===== src/lfs_pkg.sv =====
// ----------------------------------------------------------------------------
// lfs_pkg
// Shared types, phase codes and constants of the startup fade sequencer.
// ----------------------------------------------------------------------------
package lfs_pkg;

   // Sequence constants
   localparam logic [7:0] SAT_FIXED  = 8'd200;
   localparam logic [7:0] VAL_FULL   = 8'd255;
   localparam logic [7:0] FADE_STEP  = 8'd5;
   localparam logic [7:0] CYCLE_STEP = 8'd2;
   localparam logic [7:0] RAMP_STEPS = 8'd70;
   localparam logic [3:0] STEP_MS    = 4'd10;

   // Ramp arithmetic: base*70 offsets and divide-by-70 reciprocal
   localparam logic signed [16:0] RAMP_SAT_BASE = 17'sd14000;
   localparam logic signed [16:0] RAMP_VAL_BASE = 17'sd17850;
   localparam logic        [15:0] RAMP_RECIP    = 16'd59919;  // ceil(2^22 / 70)

   // Phase codes
   localparam logic [2:0] PH_START     = 3'd0;
   localparam logic [2:0] PH_FADE_OLD  = 3'd1;
   localparam logic [2:0] PH_FADE_IN   = 3'd2;
   localparam logic [2:0] PH_CYCLE     = 3'd3;
   localparam logic [2:0] PH_RAMP_DOWN = 3'd4;
   localparam logic [2:0] PH_RAMP_TO   = 3'd5;
   localparam logic [2:0] PH_CLEAN_UP  = 3'd6;
   localparam logic [2:0] PH_DONE      = 3'd7;

   // Mode classes
   localparam logic [1:0] MODE_RAMP_DOWN = 2'd0;
   localparam logic [1:0] MODE_RAMP_TO   = 2'd1;

   // Configuration register indexes
   localparam logic [2:0] CSR_SAVED_HUE = 3'd0;
   localparam logic [2:0] CSR_SAVED_SAT = 3'd1;
   localparam logic [2:0] CSR_SAVED_VAL = 3'd2;
   localparam logic [2:0] CSR_SAVED_EN  = 3'd3;
   localparam logic [2:0] CSR_MODE      = 3'd4;

   // Decoded step: result fields plus the ramp operands
   typedef struct packed {
      logic              set_color;
      logic [7:0]        hue;
      logic [7:0]        sat;
      logic [7:0]        val;
      logic              set_static_mode;
      logic              reload_settings;
      logic              finished;
      logic [3:0]        next_delay;
      logic              ramp;
      logic [6:0]        cnt;
      logic signed [8:0] sat_diff;
      logic signed [8:0] val_diff;
   } lfs_dec_type;

endpackage


===== src/lfs_req_if.sv =====
// ----------------------------------------------------------------------------
// lfs_req_if
// Step request channel: one item per tick while ready is high, advance or hold.
// ----------------------------------------------------------------------------
interface lfs_req_if;
   logic valid;
   logic ready;
   logic advance;

   modport source (output valid, output advance, input ready);
   modport sink   (input valid, input advance, output ready);
endinterface


===== src/lfs_rsp_if.sv =====
// ----------------------------------------------------------------------------
// lfs_rsp_if
// Result channel: LED commands for one step.
// ----------------------------------------------------------------------------
interface lfs_rsp_if;
   logic       valid;
   logic       ready;
   logic       set_color;
   logic [7:0] hue_out;
   logic [7:0] sat_out;
   logic [7:0] val_out;
   logic       set_static_mode;
   logic       reload_settings;
   logic       finished;
   logic [3:0] next_delay;

   modport source (output valid, output set_color, output hue_out, output sat_out,
                   output val_out, output set_static_mode, output reload_settings,
                   output finished, output next_delay, input ready);
   modport sink   (input valid, input set_color, input hue_out, input sat_out,
                   input val_out, input set_static_mode, input reload_settings,
                   input finished, input next_delay, output ready);
endinterface


===== src/led_startup_fade_sequencer_unit.sv =====
// ----------------------------------------------------------------------------
// led_startup_fade_sequencer_unit
// Startup fade animation sequencer for an HSV LED strip, one step per item.
//
//   channel  dir  handshake      payload
//   req_ch   in   valid/ready    advance
//   rsp_ch   out  valid/ready    set_color, hue/sat/val_out, set_static_mode,
//                                reload_settings, finished, next_delay
//   csr_*    in   csr_we         csr_index, csr_wdata (no read-back)
//
// One item per cycle sustained while rsp_ch takes results; an accepted item is
// registered in the decode register, then in the numerator register, then in
// the divide-by-70 register, from which its result is offered.
// State advances at acceptance, so items are taken while results wait.
// A stalled result holds the pipeline; a full pipeline drops req_ch.ready.
// Synchronous active-high reset clears state and settings to their defaults.
// ----------------------------------------------------------------------------
module led_startup_fade_sequencer_unit import lfs_pkg::*; (
   input  logic        clock,
   input  logic        reset,
   lfs_req_if.sink     req_ch,
   lfs_rsp_if.source   rsp_ch,
   input  logic        csr_we,
   input  logic [2:0]  csr_index,
   input  logic [7:0]  csr_wdata
);

   lfs_dec_type dec, out_dec;
   logic        req_ready;
   logic        step_en;
   logic [2:0]  phase;

   assign step_en = req_ch.valid && req_ready;

   // Sequencer state and step decode
   lfs_step u_step (
      .clock     (clock),
      .reset     (reset),
      .csr_we    (csr_we),
      .csr_index (csr_index),
      .csr_wdata (csr_wdata),
      .step_en   (step_en),
      .advance   (req_ch.advance),
      .dec       (dec),
      .phase     (phase)
   );

   // Result pipeline
   lfs_pipe u_pipe (
      .clock     (clock),
      .reset     (reset),
      .in_valid  (req_ch.valid),
      .in_ready  (req_ready),
      .in_dec    (dec),
      .out_valid (rsp_ch.valid),
      .out_ready (rsp_ch.ready),
      .out_dec   (out_dec)
   );

   assign req_ch.ready           = req_ready;
   assign rsp_ch.set_color       = out_dec.set_color;
   assign rsp_ch.hue_out         = out_dec.hue;
   assign rsp_ch.sat_out         = out_dec.sat;
   assign rsp_ch.val_out         = out_dec.val;
   assign rsp_ch.set_static_mode = out_dec.set_static_mode;
   assign rsp_ch.reload_settings = out_dec.reload_settings;
   assign rsp_ch.finished        = out_dec.finished;
   assign rsp_ch.next_delay      = out_dec.next_delay;

   // Done is terminal until reset
   a_done_sticky: assert property (@(posedge clock) disable iff (reset)
      phase == PH_DONE |=> phase == PH_DONE)
      else $error("sequencer left done phase");

   // Clean-up result carries finish and stop-repeat, no color
   a_cleanup_item: assert property (@(posedge clock) disable iff (reset)
      rsp_ch.valid && rsp_ch.reload_settings |->
         rsp_ch.finished && rsp_ch.next_delay == 4'd0 && !rsp_ch.set_color)
      else $error("malformed clean-up item");

   // Color fields are zero when no color is applied
   a_no_color_zero: assert property (@(posedge clock) disable iff (reset)
      rsp_ch.valid && !rsp_ch.set_color |->
         rsp_ch.hue_out == 8'd0 && rsp_ch.sat_out == 8'd0 && rsp_ch.val_out == 8'd0)
      else $error("color fields set without set_color");

endmodule


===== src/lfs_step.sv =====
// ----------------------------------------------------------------------------
// lfs_step
// Settings registers, phase/counter state and the per-step decode.
// ----------------------------------------------------------------------------
module lfs_step import lfs_pkg::*; (
   input  logic        clock,
   input  logic        reset,
   input  logic        csr_we,
   input  logic [2:0]  csr_index,
   input  logic [7:0]  csr_wdata,
   input  logic        step_en,
   input  logic        advance,
   output lfs_dec_type dec,
   output logic [2:0]  phase
);

   logic [7:0] hue_ff, sat_ff, val_ff;
   logic       en_ff;
   logic [1:0] mode_ff;
   logic [2:0] phase_ff, phase_in;
   logic [7:0] cnt_ff, cnt_in;
   logic [2:0] ph_e;
   logic [7:0] cnt_e;
   logic [8:0] hue_sum;
   logic [7:0] hue_mod;

   // Settings registers
   always_ff @(posedge clock) begin
      if (reset) begin
         hue_ff  <= 8'd0;
         sat_ff  <= 8'd255;
         val_ff  <= 8'd255;
         en_ff   <= 1'b1;
         mode_ff <= MODE_RAMP_TO;
      end else if (csr_we) begin
         case (csr_index)
            CSR_SAVED_HUE: hue_ff  <= csr_wdata;
            CSR_SAVED_SAT: sat_ff  <= csr_wdata;
            CSR_SAVED_VAL: val_ff  <= csr_wdata;
            CSR_SAVED_EN:  en_ff   <= csr_wdata[0];
            CSR_MODE:      mode_ff <= csr_wdata[1:0];
            default: ;
         endcase
      end
   end

   // Start phase folds into the first fade step
   assign ph_e  = (phase_ff == PH_START) ? PH_FADE_OLD : phase_ff;
   assign cnt_e = (phase_ff == PH_START) ? val_ff : cnt_ff;

   // (cnt + hue) mod 255
   assign hue_sum = {1'b0, cnt_e} + {1'b0, hue_ff};
   always_comb begin
      if (hue_sum >= 9'd510) begin
         hue_mod = 8'd0;
      end else if (hue_sum >= 9'd255) begin
         hue_mod = 8'(hue_sum - 9'd255);
      end else begin
         hue_mod = hue_sum[7:0];
      end
   end

   // Step decode and next state
   always_comb begin
      dec      = '0;
      phase_in = phase_ff;
      cnt_in   = cnt_ff;
      if (!advance) begin
         dec.finished = (phase_ff == PH_DONE);
      end else begin
         dec.next_delay = STEP_MS;
         phase_in       = ph_e;
         cnt_in         = cnt_e;
         case (ph_e)
            PH_FADE_OLD: begin
               if (cnt_e >= FADE_STEP) begin
                  dec.set_color = 1'b1;
                  dec.hue       = hue_ff;
                  dec.sat       = sat_ff;
                  dec.val       = cnt_e;
                  cnt_in        = cnt_e - FADE_STEP;
               end else begin
                  cnt_in              = 8'd0;
                  phase_in            = PH_FADE_IN;
                  dec.set_static_mode = 1'b1;
               end
            end
            PH_FADE_IN: begin
               if (cnt_e < VAL_FULL) begin
                  dec.set_color = 1'b1;
                  dec.hue       = hue_ff;
                  dec.sat       = SAT_FIXED;
                  dec.val       = cnt_e;
                  cnt_in        = cnt_e + FADE_STEP;
               end else begin
                  cnt_in   = VAL_FULL;
                  phase_in = PH_CYCLE;
               end
            end
            PH_CYCLE: begin
               if (cnt_e >= CYCLE_STEP) begin
                  dec.set_color = 1'b1;
                  dec.hue       = hue_mod;
                  dec.sat       = SAT_FIXED;
                  dec.val       = VAL_FULL;
                  cnt_in        = cnt_e - CYCLE_STEP;
               end else if (mode_ff == MODE_RAMP_DOWN || !en_ff) begin
                  cnt_in   = VAL_FULL;
                  phase_in = PH_RAMP_DOWN;
               end else if (mode_ff == MODE_RAMP_TO) begin
                  cnt_in   = 8'd0;
                  phase_in = PH_RAMP_TO;
               end else begin
                  phase_in = PH_CLEAN_UP;
               end
            end
            PH_RAMP_DOWN: begin
               dec.set_color = 1'b1;
               dec.hue       = hue_ff;
               dec.sat       = SAT_FIXED;
               dec.val       = cnt_e;
               if (cnt_e >= FADE_STEP) begin
                  cnt_in = cnt_e - FADE_STEP;
               end else begin
                  phase_in = PH_CLEAN_UP;
               end
            end
            PH_RAMP_TO: begin
               if (cnt_e < RAMP_STEPS) begin
                  // sat/val are filled in by the ramp stages
                  dec.set_color = 1'b1;
                  dec.hue       = hue_ff;
                  dec.ramp      = 1'b1;
                  dec.cnt       = cnt_e[6:0];
                  dec.sat_diff  = $signed({1'b0, sat_ff}) - $signed({1'b0, SAT_FIXED});
                  dec.val_diff  = $signed({1'b0, val_ff}) - $signed({1'b0, VAL_FULL});
                  cnt_in        = cnt_e + 8'd1;
               end else begin
                  phase_in = PH_CLEAN_UP;
               end
            end
            PH_CLEAN_UP: begin
               dec.reload_settings = 1'b1;
               dec.finished        = 1'b1;
               dec.next_delay      = 4'd0;
               phase_in            = PH_DONE;
            end
            default: begin
               dec.finished = 1'b1;
            end
         endcase
      end
   end

   // Sequencer state
   always_ff @(posedge clock) begin
      if (reset) begin
         phase_ff <= PH_START;
         cnt_ff   <= 8'd0;
      end else if (step_en) begin
         phase_ff <= phase_in;
         cnt_ff   <= cnt_in;
      end
   end

   assign phase = phase_ff;

endmodule


===== src/lfs_pipe.sv =====
// ----------------------------------------------------------------------------
// lfs_pipe
// Three-stage result pipeline: decode register, ramp numerators,
// divide by 70 through a reciprocal multiply. Each stage moves when the
// next one is free or moving.
// ----------------------------------------------------------------------------
module lfs_pipe import lfs_pkg::*; (
   input  logic        clock,
   input  logic        reset,
   input  logic        in_valid,
   output logic        in_ready,
   input  lfs_dec_type in_dec,
   output logic        out_valid,
   input  logic        out_ready,
   output lfs_dec_type out_dec
);

   logic        v1_ff, v2_ff, v3_ff;
   logic        r1, r2, r3;
   lfs_dec_type d1_ff, d2_ff, d3_ff, d3_in;
   logic signed [16:0] prod_s, prod_v, sum_s, sum_v;
   logic [14:0] num_s_ff, num_v_ff;
   logic [30:0] quo_s, quo_v;

   // Ready chain
   assign r3       = !v3_ff || out_ready;
   assign r2       = !v2_ff || r3;
   assign r1       = !v1_ff || r2;
   assign in_ready = r1;

   // Valid bits
   always_ff @(posedge clock) begin
      if (reset) begin
         v1_ff <= 1'b0;
         v2_ff <= 1'b0;
         v3_ff <= 1'b0;
      end else begin
         if (r1) v1_ff <= in_valid;
         if (r2) v2_ff <= v1_ff;
         if (r3) v3_ff <= v2_ff;
      end
   end

   // Stage 1: decoded step
   always_ff @(posedge clock) begin
      if (r1) d1_ff <= in_dec;
   end

   // Stage 2: base*70 + c*(target-base)
   assign prod_s = 17'($signed({1'b0, d1_ff.cnt})) * 17'(d1_ff.sat_diff);
   assign prod_v = 17'($signed({1'b0, d1_ff.cnt})) * 17'(d1_ff.val_diff);
   assign sum_s  = RAMP_SAT_BASE + prod_s;
   assign sum_v  = RAMP_VAL_BASE + prod_v;

   always_ff @(posedge clock) begin
      if (r2) begin
         d2_ff    <= d1_ff;
         num_s_ff <= sum_s[14:0];
         num_v_ff <= sum_v[14:0];
      end
   end

   // Stage 3: exact floor(num / 70) for num below 2^17
   assign quo_s = {16'd0, num_s_ff} * {15'd0, RAMP_RECIP};
   assign quo_v = {16'd0, num_v_ff} * {15'd0, RAMP_RECIP};

   always_comb begin
      d3_in = d2_ff;
      if (d2_ff.ramp) begin
         d3_in.sat = quo_s[29:22];
         d3_in.val = quo_v[29:22];
      end
   end

   always_ff @(posedge clock) begin
      if (r3) d3_ff <= d3_in;
   end

   assign out_valid = v3_ff;
   assign out_dec   = d3_ff;

endmodule

===== src/flat_wrapper.sv =====
// flat-port wrapper written by rule: the top's interface ports become plain ports
module led_startup_fade_sequencer_unit_flat import lfs_pkg::*;
  (clock, reset, csr_we, csr_index, csr_wdata, req_ch_valid, req_ch_advance, req_ch_ready, rsp_ch_valid, rsp_ch_set_color, rsp_ch_hue_out, rsp_ch_sat_out, rsp_ch_val_out, rsp_ch_set_static_mode, rsp_ch_reload_settings, rsp_ch_finished, rsp_ch_next_delay, rsp_ch_ready);
  lfs_req_if req_ch_i ();
  lfs_rsp_if rsp_ch_i ();
  input  logic clock;
  input  logic reset;
  input  logic csr_we;
  input  logic [2:0] csr_index;
  input  logic [7:0] csr_wdata;
  input wire logic [$bits(req_ch_i.valid)-1:0] req_ch_valid;
  input wire logic [$bits(req_ch_i.advance)-1:0] req_ch_advance;
  output wire logic [$bits(req_ch_i.ready)-1:0] req_ch_ready;
  output wire logic [$bits(rsp_ch_i.valid)-1:0] rsp_ch_valid;
  output wire logic [$bits(rsp_ch_i.set_color)-1:0] rsp_ch_set_color;
  output wire logic [$bits(rsp_ch_i.hue_out)-1:0] rsp_ch_hue_out;
  output wire logic [$bits(rsp_ch_i.sat_out)-1:0] rsp_ch_sat_out;
  output wire logic [$bits(rsp_ch_i.val_out)-1:0] rsp_ch_val_out;
  output wire logic [$bits(rsp_ch_i.set_static_mode)-1:0] rsp_ch_set_static_mode;
  output wire logic [$bits(rsp_ch_i.reload_settings)-1:0] rsp_ch_reload_settings;
  output wire logic [$bits(rsp_ch_i.finished)-1:0] rsp_ch_finished;
  output wire logic [$bits(rsp_ch_i.next_delay)-1:0] rsp_ch_next_delay;
  input wire logic [$bits(rsp_ch_i.ready)-1:0] rsp_ch_ready;
  assign req_ch_i.valid = req_ch_valid;
  assign req_ch_i.advance = req_ch_advance;
  assign req_ch_ready = req_ch_i.ready;
  assign rsp_ch_valid = rsp_ch_i.valid;
  assign rsp_ch_set_color = rsp_ch_i.set_color;
  assign rsp_ch_hue_out = rsp_ch_i.hue_out;
  assign rsp_ch_sat_out = rsp_ch_i.sat_out;
  assign rsp_ch_val_out = rsp_ch_i.val_out;
  assign rsp_ch_set_static_mode = rsp_ch_i.set_static_mode;
  assign rsp_ch_reload_settings = rsp_ch_i.reload_settings;
  assign rsp_ch_finished = rsp_ch_i.finished;
  assign rsp_ch_next_delay = rsp_ch_i.next_delay;
  assign rsp_ch_i.ready = rsp_ch_ready;
  led_startup_fade_sequencer_unit u_core (.clock(clock), .reset(reset), .req_ch(req_ch_i), .rsp_ch(rsp_ch_i), .csr_we(csr_we), .csr_index(csr_index), .csr_wdata(csr_wdata));
endmodule

===== config.mk =====
export PLATFORM = sky130hd
export DESIGN_NAME = led_startup_fade_sequencer_unit_flat
export DESIGN_NICKNAME = d
export VERILOG_FILES = /design/src/lfs_pkg.sv /design/src/lfs_req_if.sv /design/src/lfs_rsp_if.sv /design/src/led_startup_fade_sequencer_unit.sv /design/src/lfs_step.sv /design/src/lfs_pipe.sv /design/src/flat_wrapper.sv
export SDC_FILE = /design/constraint.sdc
export NUM_CORES = 1
export LEC_CHECK = 0
export BUFFER_PORTS_ARGS = -buffer_cell sky130_fd_sc_hd__buf_2
export CAP_MARGIN = 30
export CORE_MARGIN = 2
export CORE_UTILIZATION = 55
export CTS_CLUSTER_SIZE = 14
export DETAILED_ROUTE_END_ITERATION = 10
export PLACE_DENSITY_LB_ADDON = 0.05
export SKIP_CTS_REPAIR_TIMING = 1
export SLEW_MARGIN = 20
export SYNTH_ARGS = -nofsm -noshare
export SYNTH_HDL_FRONTEND = slang
export SYNTH_HIERARCHICAL = 1
export SYNTH_SLANG_ARGS = --single-unit

===== constraint.sdc =====
create_clock -name clock -period 15.95 [get_ports clock]
set_input_delay 2.3925 -clock clock [delete_from_list [all_inputs] [get_ports clock]]
set_output_delay 2.3925 -clock clock [all_outputs]
set_load 0.05 [all_outputs]

* After elaboration in Yosys (flattened, before gate mapping) *
Cells that the tools add are included.
W data, S select, Z words.

operators by class
  reductions and logical operators = 22
  $mul = 4
  add/subtract/negate cells = 10
  equality and inequality tests = 12
  multiplexer cells = 33
  $lt $le $gt $ge = 6

operator list
  operator                  count
  $mux W8                   10
  $mux W25                  3
  $pmux W16 S4              1
  $mul A15 B16 Y30 const B  2
  $pmux W9 S5               1
  $pmux W8 S5               1
  $add A15 B15 Y15 const A  2
  $mul A8 B9 Y15            2
  $mux W26                  1
  $mux W3                   6
  $pmux W3 S6               1
  $sub A8 B8 Y9 const B     2
  $mux W16                  1
  $reduce_and A2 Y1         8
  $eq A3 B3 Y1 const B      5
  $eq A3 B2 Y1 const B      4
  $add A8 B8 Y9             1
  $ge A9 B8 Y1 const B      1
  $ge A9 B9 Y1 const B      1
  $mux W9                   1
  $add A8 B1 Y8 const B     1
  $add A8 B3 Y8 const B     1
  $ge A8 B2 Y1 const B      1
  $ge A8 B3 Y1 const B      1
  17 further kinds          29

word-level totals
  word-level logic and storage cells = 128
  register bits after elaboration = 194
  output and inout port bits = 34

* Logic depth before layout (Yosys ltp) *
  depth in word-level cells = 8
  depth in mapped cells = 21

* By module *
Netlist, hierarchy kept.

by module, submodules not included
  module                           cells each  instances  sequential area each (µm²)  area each (µm²)
  lfs_pipe                         1563        1          6185.9                      18793.0
  lfs_step                         575         1          760.7                       3957.5
  led_startup_fade_sequencer_unit  1           1          0.0                         6.3

* Least setup slack after synthesis *
OpenSTA, ideal clock, no wires.

  path type = input to output
  start point = input rsp_ch_ready
  end point = output req_ch_ready
  data required time = 13.558 ns
  path buffers = 0
  arrival time = 4.179 ns
  path slack = 9.378 ns
  stages = 3
  path through = nor2b_1 -> and2_1 -> nand2_1

on the way
  longest elaborated chain between the ends = 3

RTL lines
  element             RTL line            RTL
  from (decl)         flat_wrapper.sv:23  input wire logic [$bits(rsp_ch_i.ready)-1:0] rsp_ch_ready;
  $logic_or A1 B1 Y1  lfs_pipe.sv:26      assign r3 = !v3_ff || out_ready;
  $logic_or A1 B1 Y1  lfs_pipe.sv:27      assign r2 = !v2_ff || r3;
  $logic_or A1 B1 Y1  lfs_pipe.sv:28      assign r1 = !v1_ff || r2;
  to (decl)           flat_wrapper.sv:13  output wire logic [$bits(req_ch_i.ready)-1:0] req_ch_ready;

Every way passes these cells.

* Worst setup path in the final report *
Ends and elaborated chain as after synthesis.

==> results.env <==
RUN_STATUS='finished, final reports clean'
HOLD_PATH_CLASS='flip-flop to flip-flop'
TIMING_WORST_SETUP_PATH_TYPE='primary input to output port'
GRT.TOTAL_USAGE_PCT=23.7
DIE_BOUNDARY_WIDTH_UM=200
P_INT_uW=873
DIE_AREA_UM2=40200
TRITONCTS='yes'
WORSTSETUPSTARTPOINTTYPE='primary input'
WORST_SLEW_PIN_SLEW_PS=874
INITIAL_UTILIZATION_PCT=56.1
FIN_CRIT_PS=6240
TIMING.CRITICAL_PATH.ARRIVAL_PS=3850
CLK_ROOT_BUFFER_CELL='clkbuf_16'
CRITICAL-PATH-TOP-CELL-BY-COUNT='buf_2'
GP_CONGESTION=0.925
TOTALWIRELENGTH_UM=45800
PEAKVDDDROP_mV=0.100
CORE.ROWCOUNT=71
FMAXACHIEVABLE_MHz=160
WORST_SKEW_PAIR.LATE_LATENCY_PS=460
DRT_FIRST_PASS_ITERS=7
CTS_SINKS=194
WORST_PATH_LARGEST_CELL_DELAY_PS=590
TIMING.CRITICAL_PATH.SLOWEST_STAGE_CELL='buf_4'
WORST-ENDPOINT-REQUIRED_PS=13560
DRCVIOLATIONCOUNT=0
LEAKAGEPOWER_uW=0.0114
DRT-VIAS-PER-INSTANCE=5.44
FINAL_MAX_SLEW_VIOL_COUNT=0
GRT_START_MAX_NET_PINS=64
FIN_CLK_SKEW_PS=13.5
POST_LAYOUT_NETS=2704
ANTENNA_FOUND_INITIAL=0
CTS_MAX_PATH_BUFFERS=2
PATH_CELLS='buf_2, nor2b_1, and2_1, nand2_2, buf_4, buf_2'
FIRST_GLOBAL_VIAS=14700
SYN-MEAN-INSTANCE-AREA_UM2=10.2
YOSYS_WARNINGS=6
LAYOUT_COMMONEST_CELL='inv_1'
GLOBALROUTE.TOTALOVERFLOW=0
HTREE_NUM_LEVELS=4
WORST_R2R_ENDPOINT='u_core/u_pipe/out_dec[39]'
REG2REG_SETUP_SLACK_PS=9980
FINALSETUPVIOLATIONS=0
WIRE_LENGTH_OF_THE_FIRST_GLOBAL_ROUTING_PASS_UM=75800
HOLDCRITSTARTPOINT='u_core/u_pipe/d1_ff[53]'
SETUP_TOTAL_NEGATIVE_SLACK_PS=0
DRT_FIRST_ITER_VIOLATIONS=863
TIMING.SLEW.HEADROOM_PCT=41.6
LAYOUT-DRIVE-GT1-SHARE_PCT=6.09
NUM_VIAS=14400
REG2REG_DEPTH=17
NETSWITCHINGFRACTION_PCT=31.5
CRIT-REG2REG-LAUNCH='u_core/u_pipe/num_v_ff[12]'
WORSTPATHBUFFERINVERTERCOUNT=3
DIODES=0
SYNTH_CELLS=2088
REPORT.FINAL.HOLD_VIOL_COUNT=0
WIRE_PER_INST_UM=17.3
TIMING.MAX_CAP.VIOLATIONS=0
RSZ0062_AT_GRT='false'
CORE-AREA_UM2=37800
SYN_AREA_UM2=21200
LAYOUT_COMMON_CELLS='419 x inv_1, 332 x ha_1, 235 x fa_1, 153 x edfxtp_1, 148 x nand2_1'
MIN_DELAY_WORST_ENDPOINT='u_core/u_pipe/d2_ff[53]'
CLOCKPOWERSHARE_PCT=36.6
POWER_FRAC_SEQ_PCT=45.4
CP-END-KIND='output port'
ANTENNA_VIOLATING_NETS_POST_ROUTE=0
CTS-BUFFERS-INSERTED=17
DP_HPWL_UM=37000
IO_BUFFERS=50
CORE_OCCUPANCY_IN_THE_FINISHED_LAYOUT_PCT=59.9
DIE-HEIGHT_UM=200
P_COMB_SHARE_PCT=18.0
CLK_PIN_SLEW_WORST_PATHS_PS=90
PERIOD_SHARE_PCT=39.1
CP_MAX_FO=60
CELLPOWERDENSITY_nW_PER_UM2=56.3
AREAGROWTHSYNTHTOFINISH_PCT=6.72
FLOORPLAN.IO_PINS=51
WORST_PATH_DOMINANT_CELL_FAMILY='buffers and inverters'
NUMBER_OF_STAGES_ON_THE_WORST_HOLD_PATH=0
SWITCHINGPOWER_uW=402
## through the flow
stage	instance area, um^2	total power (uW)	hold slack, ps	instances	setup WS, ps
3_3_place_gp	22000	815	402	2611	9730
5_1_grt	22700	1330	424	2644	9570
2_1_floorplan	21200	758	400	2089	9380
3_5_place_dp	22000	818	405	2611	9700
4_1_cts	22600	1280	420	2643	9700
6_report	22700	1270	419	2644	9710
## sequential cells by signal (all words and copies together) (netlist names), 2 cells and up
| signal | flops |
|---|---|
| u_core/u_pipe/num_s_ff | 15 |
| u_core/u_step/sat_ff | 8 |
| u_core/u_pipe/num_v_ff | 15 |
| u_core/u_step/phase | 3 |
| u_core/u_step/val_ff | 8 |
| u_core/u_step/mode_ff | 2 |
| u_core/u_pipe/d1_ff | 58 |
| u_core/u_step/cnt_ff | 8 |
| u_core/u_pipe/d2_ff | 33 |
| u_core/u_pipe/out_dec | 32 |
| u_core/u_step/hue_ff | 8 |
## metal layers
metal	routed length (um)	part of all wire, %	track usage (%)
met1	21200	46	32.5
met2	22200	48	40.3
met3	1640	3.6	2.27
met4	809	1.8	6.32
met5	0	0	0
## power by group through the flow
| stage | Clock (uW) | Combinational, uW | Sequential, uW |
|---|---|---|---|
| floorplan | 0 | 151 | 607 |
| global placement | 0 | 224 | 591 |
| detailed placement | 0 | 227 | 591 |
| CTS | 477 | 228 | 579 |
| global route | 495 | 254 | 581 |
| finish | 466 | 230 | 579 |
## final cells by class
class	instances	area, um^2
inverters	422	1580
multi-input cells	1420	14000
clock buffers	17	425
fillers	3311	15200
clock inverters	15	223
repair buffers	65	363
well taps	511	639
flip-flops and latches	194	5420
## worst max-delay path by stage
stage / from / endpoint / cells after the start
4_1_cts: rsp_ch_ready / req_ch_ready / 6
3_3_place_gp: rsp_ch_ready / req_ch_ready / 6
5_1_grt: rsp_ch_ready / req_ch_ready / 6
2_1_floorplan: rsp_ch_ready / req_ch_ready / 3
6_report: rsp_ch_ready / req_ch_ready / 6
3_5_place_dp: rsp_ch_ready / req_ch_ready / 6
Power figures use the tool's default switching activity.
